### config.mk
export PLATFORM = sky130hd
export DESIGN_NAME = woas_rsp_fifo
export DESIGN_NICKNAME = d
export VERILOG_FILES = /design/src/design/woas_pkg.sv /design/src/design/woas_rsp_fifo.sv
export SDC_FILE = /design/constraint.sdc
export NUM_CORES = 1
export LEC_CHECK = 0
export BUFFER_PORTS_ARGS = -buffer_cell sky130_fd_sc_hd__buf_2
export CORE_UTILIZATION = 50
export DETAILED_ROUTE_END_ITERATION = 10
export HOLD_SLACK_MARGIN = 0.02
export PLACE_DENSITY = 0.73
export SKIP_LAST_GASP = 1
export SYNTH_ARGS = -nofsm -noshare
export SYNTH_HDL_FRONTEND = slang
export SYNTH_SLANG_ARGS = --single-unit
### constraint.sdc
create_clock -name clock -period 6 [get_ports clock]
set_input_delay 1.2 -clock clock [delete_from_list [all_inputs] [get_ports clock]]
set_output_delay 1.2 -clock clock [all_outputs]
set_load 0.005 [all_outputs]
### src/design/woas_pkg.sv
// Shared types and constants for the windowed overlap-add synthesis unit.
// Used by the top level, the result queue and the port checker; no dependencies.
package woas_pkg;

   localparam int MAX_FRAME_DEFAULT = 512;

   localparam int COEF_INDEX_W = 9;
   localparam int COEF_W       = 16;
   localparam int SAMPLE_W     = 32;
   localparam int OUT_W        = 16;
   localparam int PROD_W       = COEF_W + SAMPLE_W;
   localparam int PROD_SHIFT   = 21;

   localparam int CFG_W       = 10;
   localparam int CSR_INDEX_W = 2;

   localparam logic [CSR_INDEX_W-1:0] CSR_FRAME_LENGTH = 2'd0;
   localparam logic [CSR_INDEX_W-1:0] CSR_HOP_LENGTH   = 2'd1;

   localparam logic [CFG_W-1:0] FRAME_LENGTH_RESET = 10'd512;
   localparam logic [CFG_W-1:0] HOP_LENGTH_RESET   = 10'd256;

   localparam logic OP_COEF_WRITE = 1'b0;
   localparam logic OP_SAMPLE     = 1'b1;

   localparam logic signed [SAMPLE_W-1:0] ACC_MAX = 32'sh7FFF_FFFF;
   localparam logic signed [SAMPLE_W-1:0] ACC_MIN = 32'sh8000_0000;
   localparam logic signed [OUT_W-1:0]    OUT_MAX = 16'sh7FFF;
   localparam logic signed [OUT_W-1:0]    OUT_MIN = 16'sh8000;

   // Result queue depth; must be a power of two.
   localparam int RSP_FIFO_DEPTH = 4;

   typedef struct packed {
      logic                              opcode;
      logic [COEF_INDEX_W-1:0]           coef_index;
      logic signed [COEF_W-1:0]          coef_value;
      logic signed [SAMPLE_W-1:0]        frame_sample;
   } req_type;

   typedef struct packed {
      logic signed [OUT_W-1:0] out_sample;
      logic                    hop_done;
   } rsp_type;

endpackage

### src/design/woas_rsp_fifo.sv
// Small result queue that decouples the accumulate pipeline from the receiver.
// Depends on woas_pkg for the result transaction type.
module woas_rsp_fifo #(
   parameter int DEPTH = woas_pkg::RSP_FIFO_DEPTH
) (
   input  logic                       clock,
   input  logic                       reset,
   input  logic                       push,
   input  woas_pkg::rsp_type          push_data,
   input  logic                       pop,
   output woas_pkg::rsp_type          pop_data,
   output logic                       not_empty,
   output logic [$clog2(DEPTH+1)-1:0] count
);

   localparam int PW = $clog2(DEPTH);
   localparam int CW = $clog2(DEPTH + 1);

   woas_pkg::rsp_type mem_ff [DEPTH];
   logic [PW-1:0]     wr_ptr_ff, wr_ptr_in;
   logic [PW-1:0]     rd_ptr_ff, rd_ptr_in;
   logic [CW-1:0]     count_ff, count_in;
   logic              do_pop;

   assign do_pop    = pop && (count_ff != '0);
   assign wr_ptr_in = push ? wr_ptr_ff + PW'(1) : wr_ptr_ff;
   assign rd_ptr_in = do_pop ? rd_ptr_ff + PW'(1) : rd_ptr_ff;

   always_comb begin
      count_in = count_ff;
      if (push && !do_pop) begin
         count_in = count_ff + CW'(1);
      end else if (!push && do_pop) begin
         count_in = count_ff - CW'(1);
      end
   end

   always_ff @(posedge clock) begin
      if (reset) begin
         wr_ptr_ff <= '0;
         rd_ptr_ff <= '0;
         count_ff  <= '0;
      end else begin
         wr_ptr_ff <= wr_ptr_in;
         rd_ptr_ff <= rd_ptr_in;
         count_ff  <= count_in;
      end
   end

   always_ff @(posedge clock) begin
      if (push) begin
         mem_ff[wr_ptr_ff] <= push_data;
      end
   end

   assign pop_data  = mem_ff[rd_ptr_ff];
   assign not_empty = (count_ff != '0);
   assign count     = count_ff;

endmodule

Word level (Yosys, flattened, before mapping)
Memories as Yosys holds them, arrays and structs flattened. A register that Yosys moved wholly into a read port is not among the register bits.
Cells that the tools add are included.

cells by class
  add/subtract/negate cells = 4
  multiplexer cells = 6
  reduce and logical (&&, ||, !) cells = 7

operators with widths
  kind                                                                 number
  3-bit 2-to-1 mux                                                     2
  2-bit by 1-bit adder with 2-bit output (second input constant)       2
  2-bit 2-to-1 mux                                                     2
  3-bit by 1-bit adder with 3-bit output (second input constant)       1
  1-bit logical AND                                                    3
  3-bit nonzero test                                                   1
  3-bit by 1-bit subtractor with 3-bit output (second input constant)  1
  1-bit logical NOT                                                    2
  1-bit 2-to-1 mux                                                     2
  2-bit nonzero test                                                   1

word-level totals
  flip-flop bits (word level) = 7
  memory bits (writable) = 68
  input port bits = 21
  output and inout bits = 21
  logic and storage cells = 21
  memories = 1

memories
  memory  depth  bits a word  rd ports  clocked after memory_dff  wr ports  RTL line             source
  mem_ff  4      17           1         1                         1         woas_rsp_fifo.sv:19  woas_pkg::rsp_type mem_ff [DEPTH];

Longest topological paths before layout
Gate-level depths: netlist of the first run.

  word-level depth = 5
  depth in mapped cells = 7
  gate-level depth less buffers = 7

Least setup slack after synthesis of the first run
No wires, ideal clock.

  path kind = input -> register
  from = in pop
  to = reg count_ff[2] (netlist: count[2])
  setup time = 0.070 ns
  arrival = 2.517 ns
  required time = 5.930 ns
  slack = 3.413 ns
  stages on the path = 7
  buffers on the path = 0
  cell sequence = o31ai_1 ha_1 inv_1 fa_1 xor2_1 or3_1 a21oi_1

on the way
  cells in the longest elaborated chain, start to end = 4
  elaborated cells between the ends (all ways) = 6
  those cells by class = mux: 1; reduce/logical: 5

ends and longest elaborated chain
  what                                                           RTL line             source
  from (decl)                                                    woas_rsp_fifo.sv:10  input logic pop,
  1-bit logical AND (*)                                          woas_rsp_fifo.sv:25  assign do_pop = pop && (count_ff != '0);
  1-bit logical NOT                                              woas_rsp_fifo.sv:31  if (push && !do_pop) begin
  1-bit logical AND                                              woas_rsp_fifo.sv:31
  3-bit 2-to-1 mux / 2-bit nonzero test (equally long branches)  -
  to (signal assigned)                                           woas_rsp_fifo.sv:46  count_ff <= count_in;
  to (decl)                                                      woas_rsp_fifo.sv:22  logic [CW-1:0] count_ff, count_in;

Mark *: on every way between the ends. The rest lies on a longest branch, timed or not.
A chain may end at the register's enable or synchronous reset.

==> results of run 1 <==
-- per-layer routing --
layer	vias up	routed length, um
met2	41	2280
li1	628	-
met5	-	0
met1	678	1831
met4	0	131
met3	12	181
-- flip-flops by register name, summed over array words and instances (netlist names), named ones only --
| signal | cells |
|---|---|
| wr_ptr_ff | 2 |
| mem_ff | 68 |
| count | 3 |
| rd_ptr_ff | 2 |
-- layout make-up --
| class | count | area [um2] |
|---|---|---|
| flip-flops and latches | 77 | 2222 |
| fillers | 404 | 2183 |
| multi-input cells | 47 | 645.6 |
| repair buffers | 41 | 205.2 |
| clock buffers | 11 | 141.4 |
| well taps | 72 | 90.09 |
| clock inverters | 5 | 75.07 |
| inverters | 3 | 11.26 |
-- power by group through the flow --
stage	Combinational [uW]	Sequential, uW	Clock, uW
after floorplan	198	652	0
after global placement	222	691	0
after detailed placement	231	697	0
after CTS	231	686	416
after global routing	250	691	439
final	227	683	408
-- per-stage QoR --
step                      setup WS, ps  total power (uW)  area, um2  utilization
final                             2615              1318       3391       0.6083
after global routing              2455              1380       3391       0.6083
after CTS                         2544              1333       3391       0.6083
after detailed placement          2915             927.6       3174       0.5695
after global placement            2953             913.4       3174       0.5695
after floorplan                   3413             849.8       2924            -
-- cells by family after synthesis --
logic type | count (synthesis) | share of synthesized area
xor gates and xnor gates | 5 | 0.01498
muxes | 19 | 0.1468
buffers and inverters | 8 | 0.01925
and+or+nand+nor | 13 | 0.02182
DFF | 77 | 0.7599
AOI/OAI and AO/OA | 4 | 0.008984
adders and majority gates | 6 | 0.02824
-- worst register-to-register path: stages, from the launching register on --
cell and delay (ps):
sky130_fd_sc_hd__dfxtp_1 380, sky130_fd_sc_hd__o31ai_1 380, sky130_fd_sc_hd__ha_1 270, sky130_fd_sc_hd__inv_1 80, sky130_fd_sc_hd__fa_1 380, sky130_fd_sc_hd__xor2_1 180
sky130_fd_sc_hd__or3_1 300, sky130_fd_sc_hd__a21oi_1 150
-- cell usage in the layout (no fill, tap or decap) --
master                      count
sky130_fd_sc_hd__a21oi_1        1
sky130_fd_sc_hd__and2_1         4
sky130_fd_sc_hd__buf_2         41
sky130_fd_sc_hd__bufinv_16      2
sky130_fd_sc_hd__clkbuf_1       1
sky130_fd_sc_hd__clkbuf_8      10
sky130_fd_sc_hd__clkinv_2       3
sky130_fd_sc_hd__dfxtp_1        9
sky130_fd_sc_hd__edfxtp_1      68
sky130_fd_sc_hd__fa_1           1
sky130_fd_sc_hd__ha_1           5
sky130_fd_sc_hd__inv_1          3
sky130_fd_sc_hd__mux2i_1        2
sky130_fd_sc_hd__mux4_1         7
sky130_fd_sc_hd__mux4_2        10
sky130_fd_sc_hd__nor2_1         7
sky130_fd_sc_hd__o21ai_0        1
sky130_fd_sc_hd__o311ai_0       1
sky130_fd_sc_hd__o31ai_1        1
sky130_fd_sc_hd__or3_1          2
sky130_fd_sc_hd__xnor2_1        1
sky130_fd_sc_hd__xor2_1         4
-- worst paths after layout --
check | from | endpoint | slack, ps | cells past startpoint
min reg2reg | rd_ptr_ff[1]$_SDFFE_PP0P_ | rd_ptr_ff[1]$_SDFFE_PP0P_ | 530 | 2
max | flop | pop_data[13] | 2610 | 2
min | rd_ptr_ff[1]$_SDFFE_PP0P_ | rd_ptr_ff[1]$_SDFFE_PP0P_ | 530 | 2
max reg2reg | count[0]$_SDFFE_PP0P_ | count[2]$_SDFFE_PP0P_ | 3830 | 7
==> impl_metrics.py, run 1 <==
metrics = {
    "place": {
        "dp_hpwl_mm": 2.923,
        "instance_count_after_placement_with_tap_cells_included": 240,
        "port-buffer-count": 41,
        "gp_routability_congestion": 0.6930,
    },
    "timing": {
        "final.setup.tns_ps": 0,
        "holdWs_ps": 531.5,
        "finalSetupViolations": 0,
        "achievable-frequency_mhz": 295.4,
        "slew_violations": 0,
        "post-route-period-util": 0.5642,
        "final.min_clock_period_ps": 3385,
        "setup_repair_after_global_routing_missed_its_margin": "false",
        "final-hold-violation-count": 0,
        "slew-limit-headroom": 0.2657,
        "worst-slew-pin-transition_ps": 1100,
        "timing.clock.skew_ps": 7.386,
    },
    "clocking": {
        "clock_tree.root_cell": "sky130_fd_sc_hd__clkbuf_8",
        "tritoncts": "done",
        "worst_setup_hold_path_clk_slew_ps": 70,
        "h-tree-depth": 3,
        "total_number_of_clock_tree_sinks": 77,
        "cts.repair.resized": 0,
        "cts_made_buffers": 9,
        "worstSkewPairLatency_ps": 340,
        "cts_setup_buffers": 0,
        "hold_fix_buffers_at_cts": 0,
        "clk_path_buf_depth": 2,
    },
    "synth": {
        "synth_top_flop_cell": "sky130_fd_sc_hd__edfxtp_1",
        "number_of_enable_flip_flop_cells_after_synthesis": 68,
        "number_of_distinct_library_cells_after_synthesis": 21,
        "mappedNetlistArea_um2": 2924,
        "yosysWarnings": 0,
        "synth_seq_cells": 77,
        "synth_area_leader_cell": "sky130_fd_sc_hd__edfxtp_1",
        "ys_async_sr_fraction": 0,
        "postSynthNetCount": 159,
        "avgSynthCellArea_um2": 22.15,
        "netlist_top_cells_count": "sky130_fd_sc_hd__edfxtp_1 (68), sky130_fd_sc_hd__mux4_2 (10), sky130_fd_sc_hd__dfxtp_1 (9)",
        "synth_sequential_area_ratio": 0.7599,
        "synth.area.top_cells": "sky130_fd_sc_hd__edfxtp_1 (70%), sky130_fd_sc_hd__mux4_2 (7.7%), sky130_fd_sc_hd__mux4_1 (6.3%), sky130_fd_sc_hd__dfxtp_1 (6.2%), sky130_fd_sc_hd__ha_1 (2.1%)",
        "area_share_of_the_largest_cell_type_after_synthesis": 0.6983,
        "yosys.cell_count.top_type": "sky130_fd_sc_hd__edfxtp_1",
        "syn-instance-count": 132,
    },
    "final_layout": {
        "finish.cell_count_without_fillers": 256,
        "area_growth_pct": 15.96,
        "antenna-diode-count": 0,
        "design.final.nets": 206,
        "drive_gt1_frac": 0.3587,
    },
    "detailed_routing": {
        "drc": 0,
        "via_count": 1359,
        "antenna_left": 0,
        "wl_mm": 4.424,
        "routed_wire_length_per_instance_um": 17.28,
        "drt_pre_antenna_iters": 4,
        "vias_per_cell": 5.309,
        "dr.first_iter.drc_count": 114,
    },
    "setup_path": {
        "worstSetupPathType": "reg2out",
        "critical_path.n_buffers_inverters": 1,
        "end_kind": "primary output",
        "critical-path-top-delay-family": "flip-flops",
        "path_cells": "mux4_1 > buf_2",
        "worst-path-max-fanout": 17,
        "worst_path_largest_cell_delay_ps": 1050,
        "critical_path.startpoint_type": "flop",
        "cp.arrival_ps": 2190,
        "standard_cell_with_the_maximum_stage_delay_on_the_critical_path": "sky130_fd_sc_hd__dfxtp_1",
        "required_time_reported_for_the_critical_path_endpoint_ps": 4800,
    },
    "global_route": {
        "grt_first_pass_wirelength_mm": 7.065,
        "top_usage_layer": "met2",
        "grtUsageTotal": 0.1657,
        "grt_util_met1": 0.1976,
        "grt_antenna_before_repair": 0,
        "maximum_number_of_pins_on_one_net_before_global_route_repair": 18,
        "grt_pass1_vias": 1408,
        "groute.layer.met3.usage": 0.04535,
        "global_route.usage.met2": 0.2658,
        "globalRoute.totalOverflow": 0,
    },
    "floorplan": {
        "floorplan.initialDensity": 0.5246,
        "die_area_um2": 6158,
        "row_count": 27,
        "floorplan.core_area_um2": 5574,
        "io-pin-count": 42,
        "floorplan.die.height_um": 78.47,
        "overall_die_width_um": 78.47,
    },
    "pwr": {
        "total_leakage_power_uw": 0.001212,
        "power_report.internal_total_uw": 1010,
        "share_seq_of_total_power": 0.518,
        "vdd_ir_drop_max_uv": 190.5,
        "pwr-share-comb": 0.172,
        "netSwitchingPower_uw": 307.4,
        "switching_share": 0.2333,
        "share_clk_of_total_power": 0.310,
        "cellPowerDensity_nw_per_um2": 388.7,
    },
    "outcome": {
        "status": "finished clean",
    },
    "worst_hold_path": {
        "path_category_of_the_worst_min_delay_check": "reg2reg",
    },
    "flow_run": {
        "maxCapViolCount": 0,
    },
}
Note: power is estimated with default switching activity, not from simulation.
==> run 2: changes to the inputs <==
clock period = 3.5 ns   (was 6 ns; I/O delays follow)
==> impl_metrics.py, run 2 (synthesized netlist as in run 1, its figures left out) <==
metrics = {
    "global_route": {
        "grt_first_pass_wirelength_mm": 7.058,
        "grt_pass1_vias": 1412,
        "grtUsageTotal": 0.1676,
        "globalRoute.totalOverflow": 0,
        "maximum_number_of_pins_on_one_net_before_global_route_repair": 18,
        "grt_antenna_before_repair": 0,
    },
    "detailed_routing": {
        "via_count": 1348,
        "antenna_left": 0,
        "drc": 0,
        "dr.first_iter.drc_count": 61,
        "wl_mm": 4.592,
        "vias_per_cell": 5.245,
        "drt_pre_antenna_iters": 6,
        "routed_wire_length_per_instance_um": 17.87,
    },
    "setup_path": {
        "end_kind": "primary output",
        "cp.arrival_ps": 1710,
        "critPathCapture": "pop_data[10]",
        "worstSetupPathType": "reg2out",
        "required_time_reported_for_the_critical_path_endpoint_ps": 2800,
        "rrSetupSlack_ps": 1330,
        "worst_r2r_endpoint": "count[2]$_SDFFE_PP0P_",
        "rr_worst_depth": 7,
        "timing.rr.start": "count[1]$_SDFFE_PP0P_",
        "critical_path.startpoint_type": "flop",
        "worst-path-max-fanout": 17,
    },
    "clocking": {
        "clock_tree.root_cell": "sky130_fd_sc_hd__clkbuf_8",
        "worst_setup_hold_path_clk_slew_ps": 70,
        "clk_path_buf_depth": 2,
        "tritoncts": "done",
        "h-tree-depth": 3,
        "worstSkewPairLatency_ps": 330,
        "cts_setup_buffers": 0,
        "total_number_of_clock_tree_sinks": 77,
        "cts_made_buffers": 9,
        "hold_fix_buffers_at_cts": 0,
        "cts.repair.resized": 0,
    },
    "floorplan": {
        "overall_die_width_um": 78.47,
        "floorplan.die.height_um": 78.47,
        "row_count": 27,
        "die_area_um2": 6158,
        "floorplan.core_area_um2": 5574,
        "floorplan.initialDensity": 0.5246,
        "io-pin-count": 42,
    },
    "timing": {
        "holdWs_ps": 554.7,
        "setup_repair_after_global_routing_missed_its_margin": "false",
        "final.setup.tns_ps": 0,
        "final.min_clock_period_ps": 2409,
        "finalWorstSetupSlack_ps": 1091,
        "timing.clock.skew_ps": 9.105,
        "worst-slew-pin-transition_ps": 891.7,
        "achievable-frequency_mhz": 415.2,
        "slew_violations": 0,
        "slew-limit-headroom": 0.4056,
        "finalSetupViolations": 0,
        "final-hold-violation-count": 0,
        "post-route-period-util": 0.6882,
    },
    "place": {
        "dp_worst_setup_slack_ps": 1177,
        "gp_routability_congestion": 0.7512,
        "port-buffer-count": 41,
        "dp_hpwl_mm": 3.097,
    },
    "final_layout": {
        "antenna-diode-count": 0,
        "largest_register_by_flop_count": "mem_ff",
        "drive_gt1_frac": 0.3514,
        "design.final.nets": 207,
        "area_growth_pct": 14.72,
        "layout_commonest_cell": "sky130_fd_sc_hd__edfxtp_1",
        "largest_register_ff_count": 68,
        "final_cell_mix": "sky130_fd_sc_hd__edfxtp_1 (68), sky130_fd_sc_hd__buf_2 (41), sky130_fd_sc_hd__clkbuf_8 (11), sky130_fd_sc_hd__mux4_2 (10), sky130_fd_sc_hd__dfxtp_1 (9)",
    },
    "pwr": {
        "vdd_ir_drop_max_uv": 307.3,
        "cellPowerDensity_nw_per_um2": 638.9,
        "total_leakage_power_uw": 0.001195,
    },
    "flow_run": {
        "maxCapViolCount": 0,
    },
    "worst_hold_path": {
        "path_category_of_the_worst_min_delay_check": "reg2reg",
        "hold_start": "rd_ptr_ff[1]$_SDFFE_PP0P_",
    },
    "outcome": {
        "status": "finished clean",
    },
}
-- run 2: changes by cell type in the layout (fill, tap and decap cells not counted), sizes merged --
cell / previous run / this run
clkbuf: 11 / 14
clkinv: 3 / 2
buf: 41 / 42
bufinv: 2 / 0
-- run 2: cell type report --
type	instances	area (um2)
Timing Repair Buffer	42	212.7
Clock inverter	2	10.01
Multi-Input combinational cell	47	645.6
Clock buffer	14	162.7
Fill cell	420	2220
Sequential cell	77	2222
Inverter	3	11.26
Tap cell	72	90.09
-- run 2: critical path, cell delays in order (launching register included) --
cell	delay, ps
sky130_fd_sc_hd__dfxtp_1	810
sky130_fd_sc_hd__mux4_1	420
sky130_fd_sc_hd__buf_2	150
-- run 2: where the power goes --
group	leakage [uW]	switching, uW	internal (uW)
registers	0.000699	49.9	1070
logic	0.000406	199	252
clock network	0.0000905	277	295
-- run 2: how the worst min path moves through the flow --
stage	slack, ps	cells past startpoint	end
6_report	550	2	flop
5_1_grt	570	1	mem_ff[1][4]$_DFFE_PP_
4_1_cts	560	2	flop
3_5_place_dp	540	2	flop
3_3_place_gp	500	2	count[2]$_SDFFE_PP0P_
2_1_floorplan	480	2	flop
-- run 2: metrics by stage --
stage | util | instance area (um2) | total power, uW | std cells
3_5_place_dp | 0.5708 | 3182 | 1602 | 241
5_1_grt | 0.6018 | 3354 | 2238 | 257
3_3_place_gp | 0.5708 | 3182 | 1575 | 241
4_1_cts | 0.6018 | 3354 | 2168 | 257
6_report | 0.6018 | 3354 | 2143 | 257
2_1_floorplan | - | 2924 | 1457 | 132
-- run 2: layer usage --
layer  wire [um]  GRT usage
met5           0          0
met4          68    0.08333
met3         182    0.04767
met2        2518     0.3009
met1        1823     0.1799
==> run 3: changes to the inputs <==
clock period = 2.3 ns   (was 3.5 ns; I/O delays follow)
==> impl_metrics.py, run 3 (synthesized netlist as in run 1, its figures left out) <==
metrics = {
    "detailed_routing": {
        "wl_mm": 4.702,
        "highest_layer": "met4",
        "wl_met2_mm": 2.569,
        "drc": 0,
        "dr.first_iter.drc_count": 84,
        "routed_wire_length_per_instance_um": 17.95,
        "drt_pre_antenna_iters": 4,
        "via_count": 1370,
        "met3_length_um": 174,
        "antenna_left": 0,
        "vias_per_cell": 5.229,
        "route.layer.met1.wl_mm": 1.897,
    },
    "clocking": {
        "h-tree-depth": 3,
        "clock_tree.root_cell": "sky130_fd_sc_hd__clkbuf_8",
        "tritoncts": "done",
        "cts_made_buffers": 9,
        "worstSkewPairLatency_ps": 340,
        "hold_fix_buffers_at_cts": 0,
        "cts_setup_buffers": 0,
        "total_number_of_clock_tree_sinks": 77,
        "clk_path_buf_depth": 2,
        "worst_setup_hold_path_clk_slew_ps": 80,
    },
    "setup_path": {
        "worstSetupPathType": "reg2out",
        "end_kind": "primary output",
        "rrSetupSlack_ps": 150,
        "worst_r2r_endpoint": "count[2]$_SDFFE_PP0P_",
        "critical_path.startpoint_type": "flop",
        "worst-path-max-fanout": 17,
        "timing.rr.start": "count[1]$_SDFFE_PP0P_",
        "cp.arrival_ps": 1720,
        "rr_worst_depth": 7,
        "required_time_reported_for_the_critical_path_endpoint_ps": 1840,
    },
    "place": {
        "dp_worst_setup_slack_ps": 94.38,
        "port-buffer-count": 41,
        "dp_hpwl_mm": 3.075,
        "gp_routability_congestion": 0.7562,
        "instance_count_after_placement_with_tap_cells_included": 246,
    },
    "global_route": {
        "globalRoute.totalOverflow": 0,
        "grt_antenna_before_repair": 0,
        "maximum_number_of_pins_on_one_net_before_global_route_repair": 18,
        "grtUsageTotal": 0.1718,
        "grt_pass1_vias": 1528,
        "grt_first_pass_wirelength_mm": 7.479,
    },
    "timing": {
        "finalSetupViolations": 0,
        "achievable-frequency_mhz": 459.4,
        "finalWorstSetupSlack_ps": 123.1,
        "final.min_clock_period_ps": 2177,
        "worst-slew-pin-transition_ps": 380.2,
        "holdWs_ps": 335.1,
        "slew-limit-headroom": 0.7433,
        "timing.clock.skew_ps": 10.98,
        "slew_violations": 0,
        "post-route-period-util": 0.9465,
        "final-hold-violation-count": 0,
        "final.setup.tns_ps": 0,
        "setup_repair_after_global_routing_missed_its_margin": "false",
    },
    "floorplan": {
        "floorplan.initialDensity": 0.5246,
        "io-pin-count": 42,
        "die_area_um2": 6158,
        "floorplan.core_area_um2": 5574,
        "floorplan.die.height_um": 78.47,
        "overall_die_width_um": 78.47,
        "row_count": 27,
    },
    "final_layout": {
        "layout_commonest_cell": "sky130_fd_sc_hd__edfxtp_1",
        "layout.area.seq_um2": 2222,
        "finish.cell_count_without_fillers": 262,
        "multi_input_area_um2": 650.6,
        "largest_register_ff_count": 68,
        "design.final.nets": 212,
        "drive_gt1_frac": 0.3895,
        "fillCellCount": 388,
        "final_cell_mix": "sky130_fd_sc_hd__edfxtp_1 (68), sky130_fd_sc_hd__buf_2 (41), sky130_fd_sc_hd__mux4_2 (10), sky130_fd_sc_hd__dfxtp_1 (9), sky130_fd_sc_hd__clkbuf_8 (9)",
        "area_growth_pct": 19.21,
        "final_core_utilization": 0.6254,
        "antenna-diode-count": 0,
        "largest_register_by_flop_count": "mem_ff",
    },
    "pwr": {
        "cellPowerDensity_nw_per_um2": 1060,
        "total_leakage_power_uw": 0.001260,
        "vdd_ir_drop_max_uv": 766.7,
    },
    "flow_run": {
        "maxCapViolCount": 0,
    },
    "worst_hold_path": {
        "min_delay_worst_endpoint": "mem_ff[1][7]$_DFFE_PP_",
        "hold_start": "push_data[7]",
        "worst_hold_path.num_cells": 1,
        "path_category_of_the_worst_min_delay_check": "in2reg",
    },
    "outcome": {
        "status": "finished clean",
    },
}
-- run 3: final cells by class --
class | count | area share
Multi-Input combinational cell | 47 | 0.1866
Clock buffer | 9 | 0.03553
Inverter | 3 | 0.003230
Sequential cell | 77 | 0.6375
Timing Repair Buffer | 47 | 0.07179
Tap cell | 72 | 0.02584
Clock inverter | 7 | 0.03948
-- run 3: metal layers --
layer,vias up,global-route usage
li1,638,-
met1,694,0.1972
met2,31,0.2956
met3,7,0.04302
met4,0,0.09259
met5,-,0
-- run 3: what timing repair did --
action	in CTS	in global routing
hold endpoints to repair	0	0
gates resized for setup	0	1
setup endpoints to repair	0	1
-- run 3: per-stage QoR --
stage,instance area [um2],power (uW)
floorplan,2924,2217
finish,3486,3695
global placement,3219,2402
global route,3486,3854
CTS,3481,3725
detailed placement,3219,2442
-- run 3: worst max path at each step --
stage,startpoint,end,slack (ps),cells after the start
finish,flop,pop_data[10],120,3
global route,flop,pop_data[10],30,3
CTS,count[0]$_SDFFE_PP0P_,count[2]$_SDFFE_PP0P_,70,7
detailed placement,count[0]$_SDFFE_PP0P_,count[2]$_SDFFE_PP0P_,90,7
global placement,count[0]$_SDFFE_PP0P_,count[2]$_SDFFE_PP0P_,280,7
floorplan,count[0]$_SDFFE_PP0P_,count[2]$_SDFFE_PP0P_,300,7
-- run 3: power breakdown --
part	leakage [uW]	switching, uW	internal (uW)
combinational	0.000432	328	395
clock	0.000129	460	826
sequential	0.000699	59.6	1630
-- run 3: critical path, stage by stage, from the launching register on --
cell                      delay [ps]
sky130_fd_sc_hd__dfxtp_1         310
sky130_fd_sc_hd__buf_4           300
sky130_fd_sc_hd__mux4_1          620
sky130_fd_sc_hd__buf_2           150
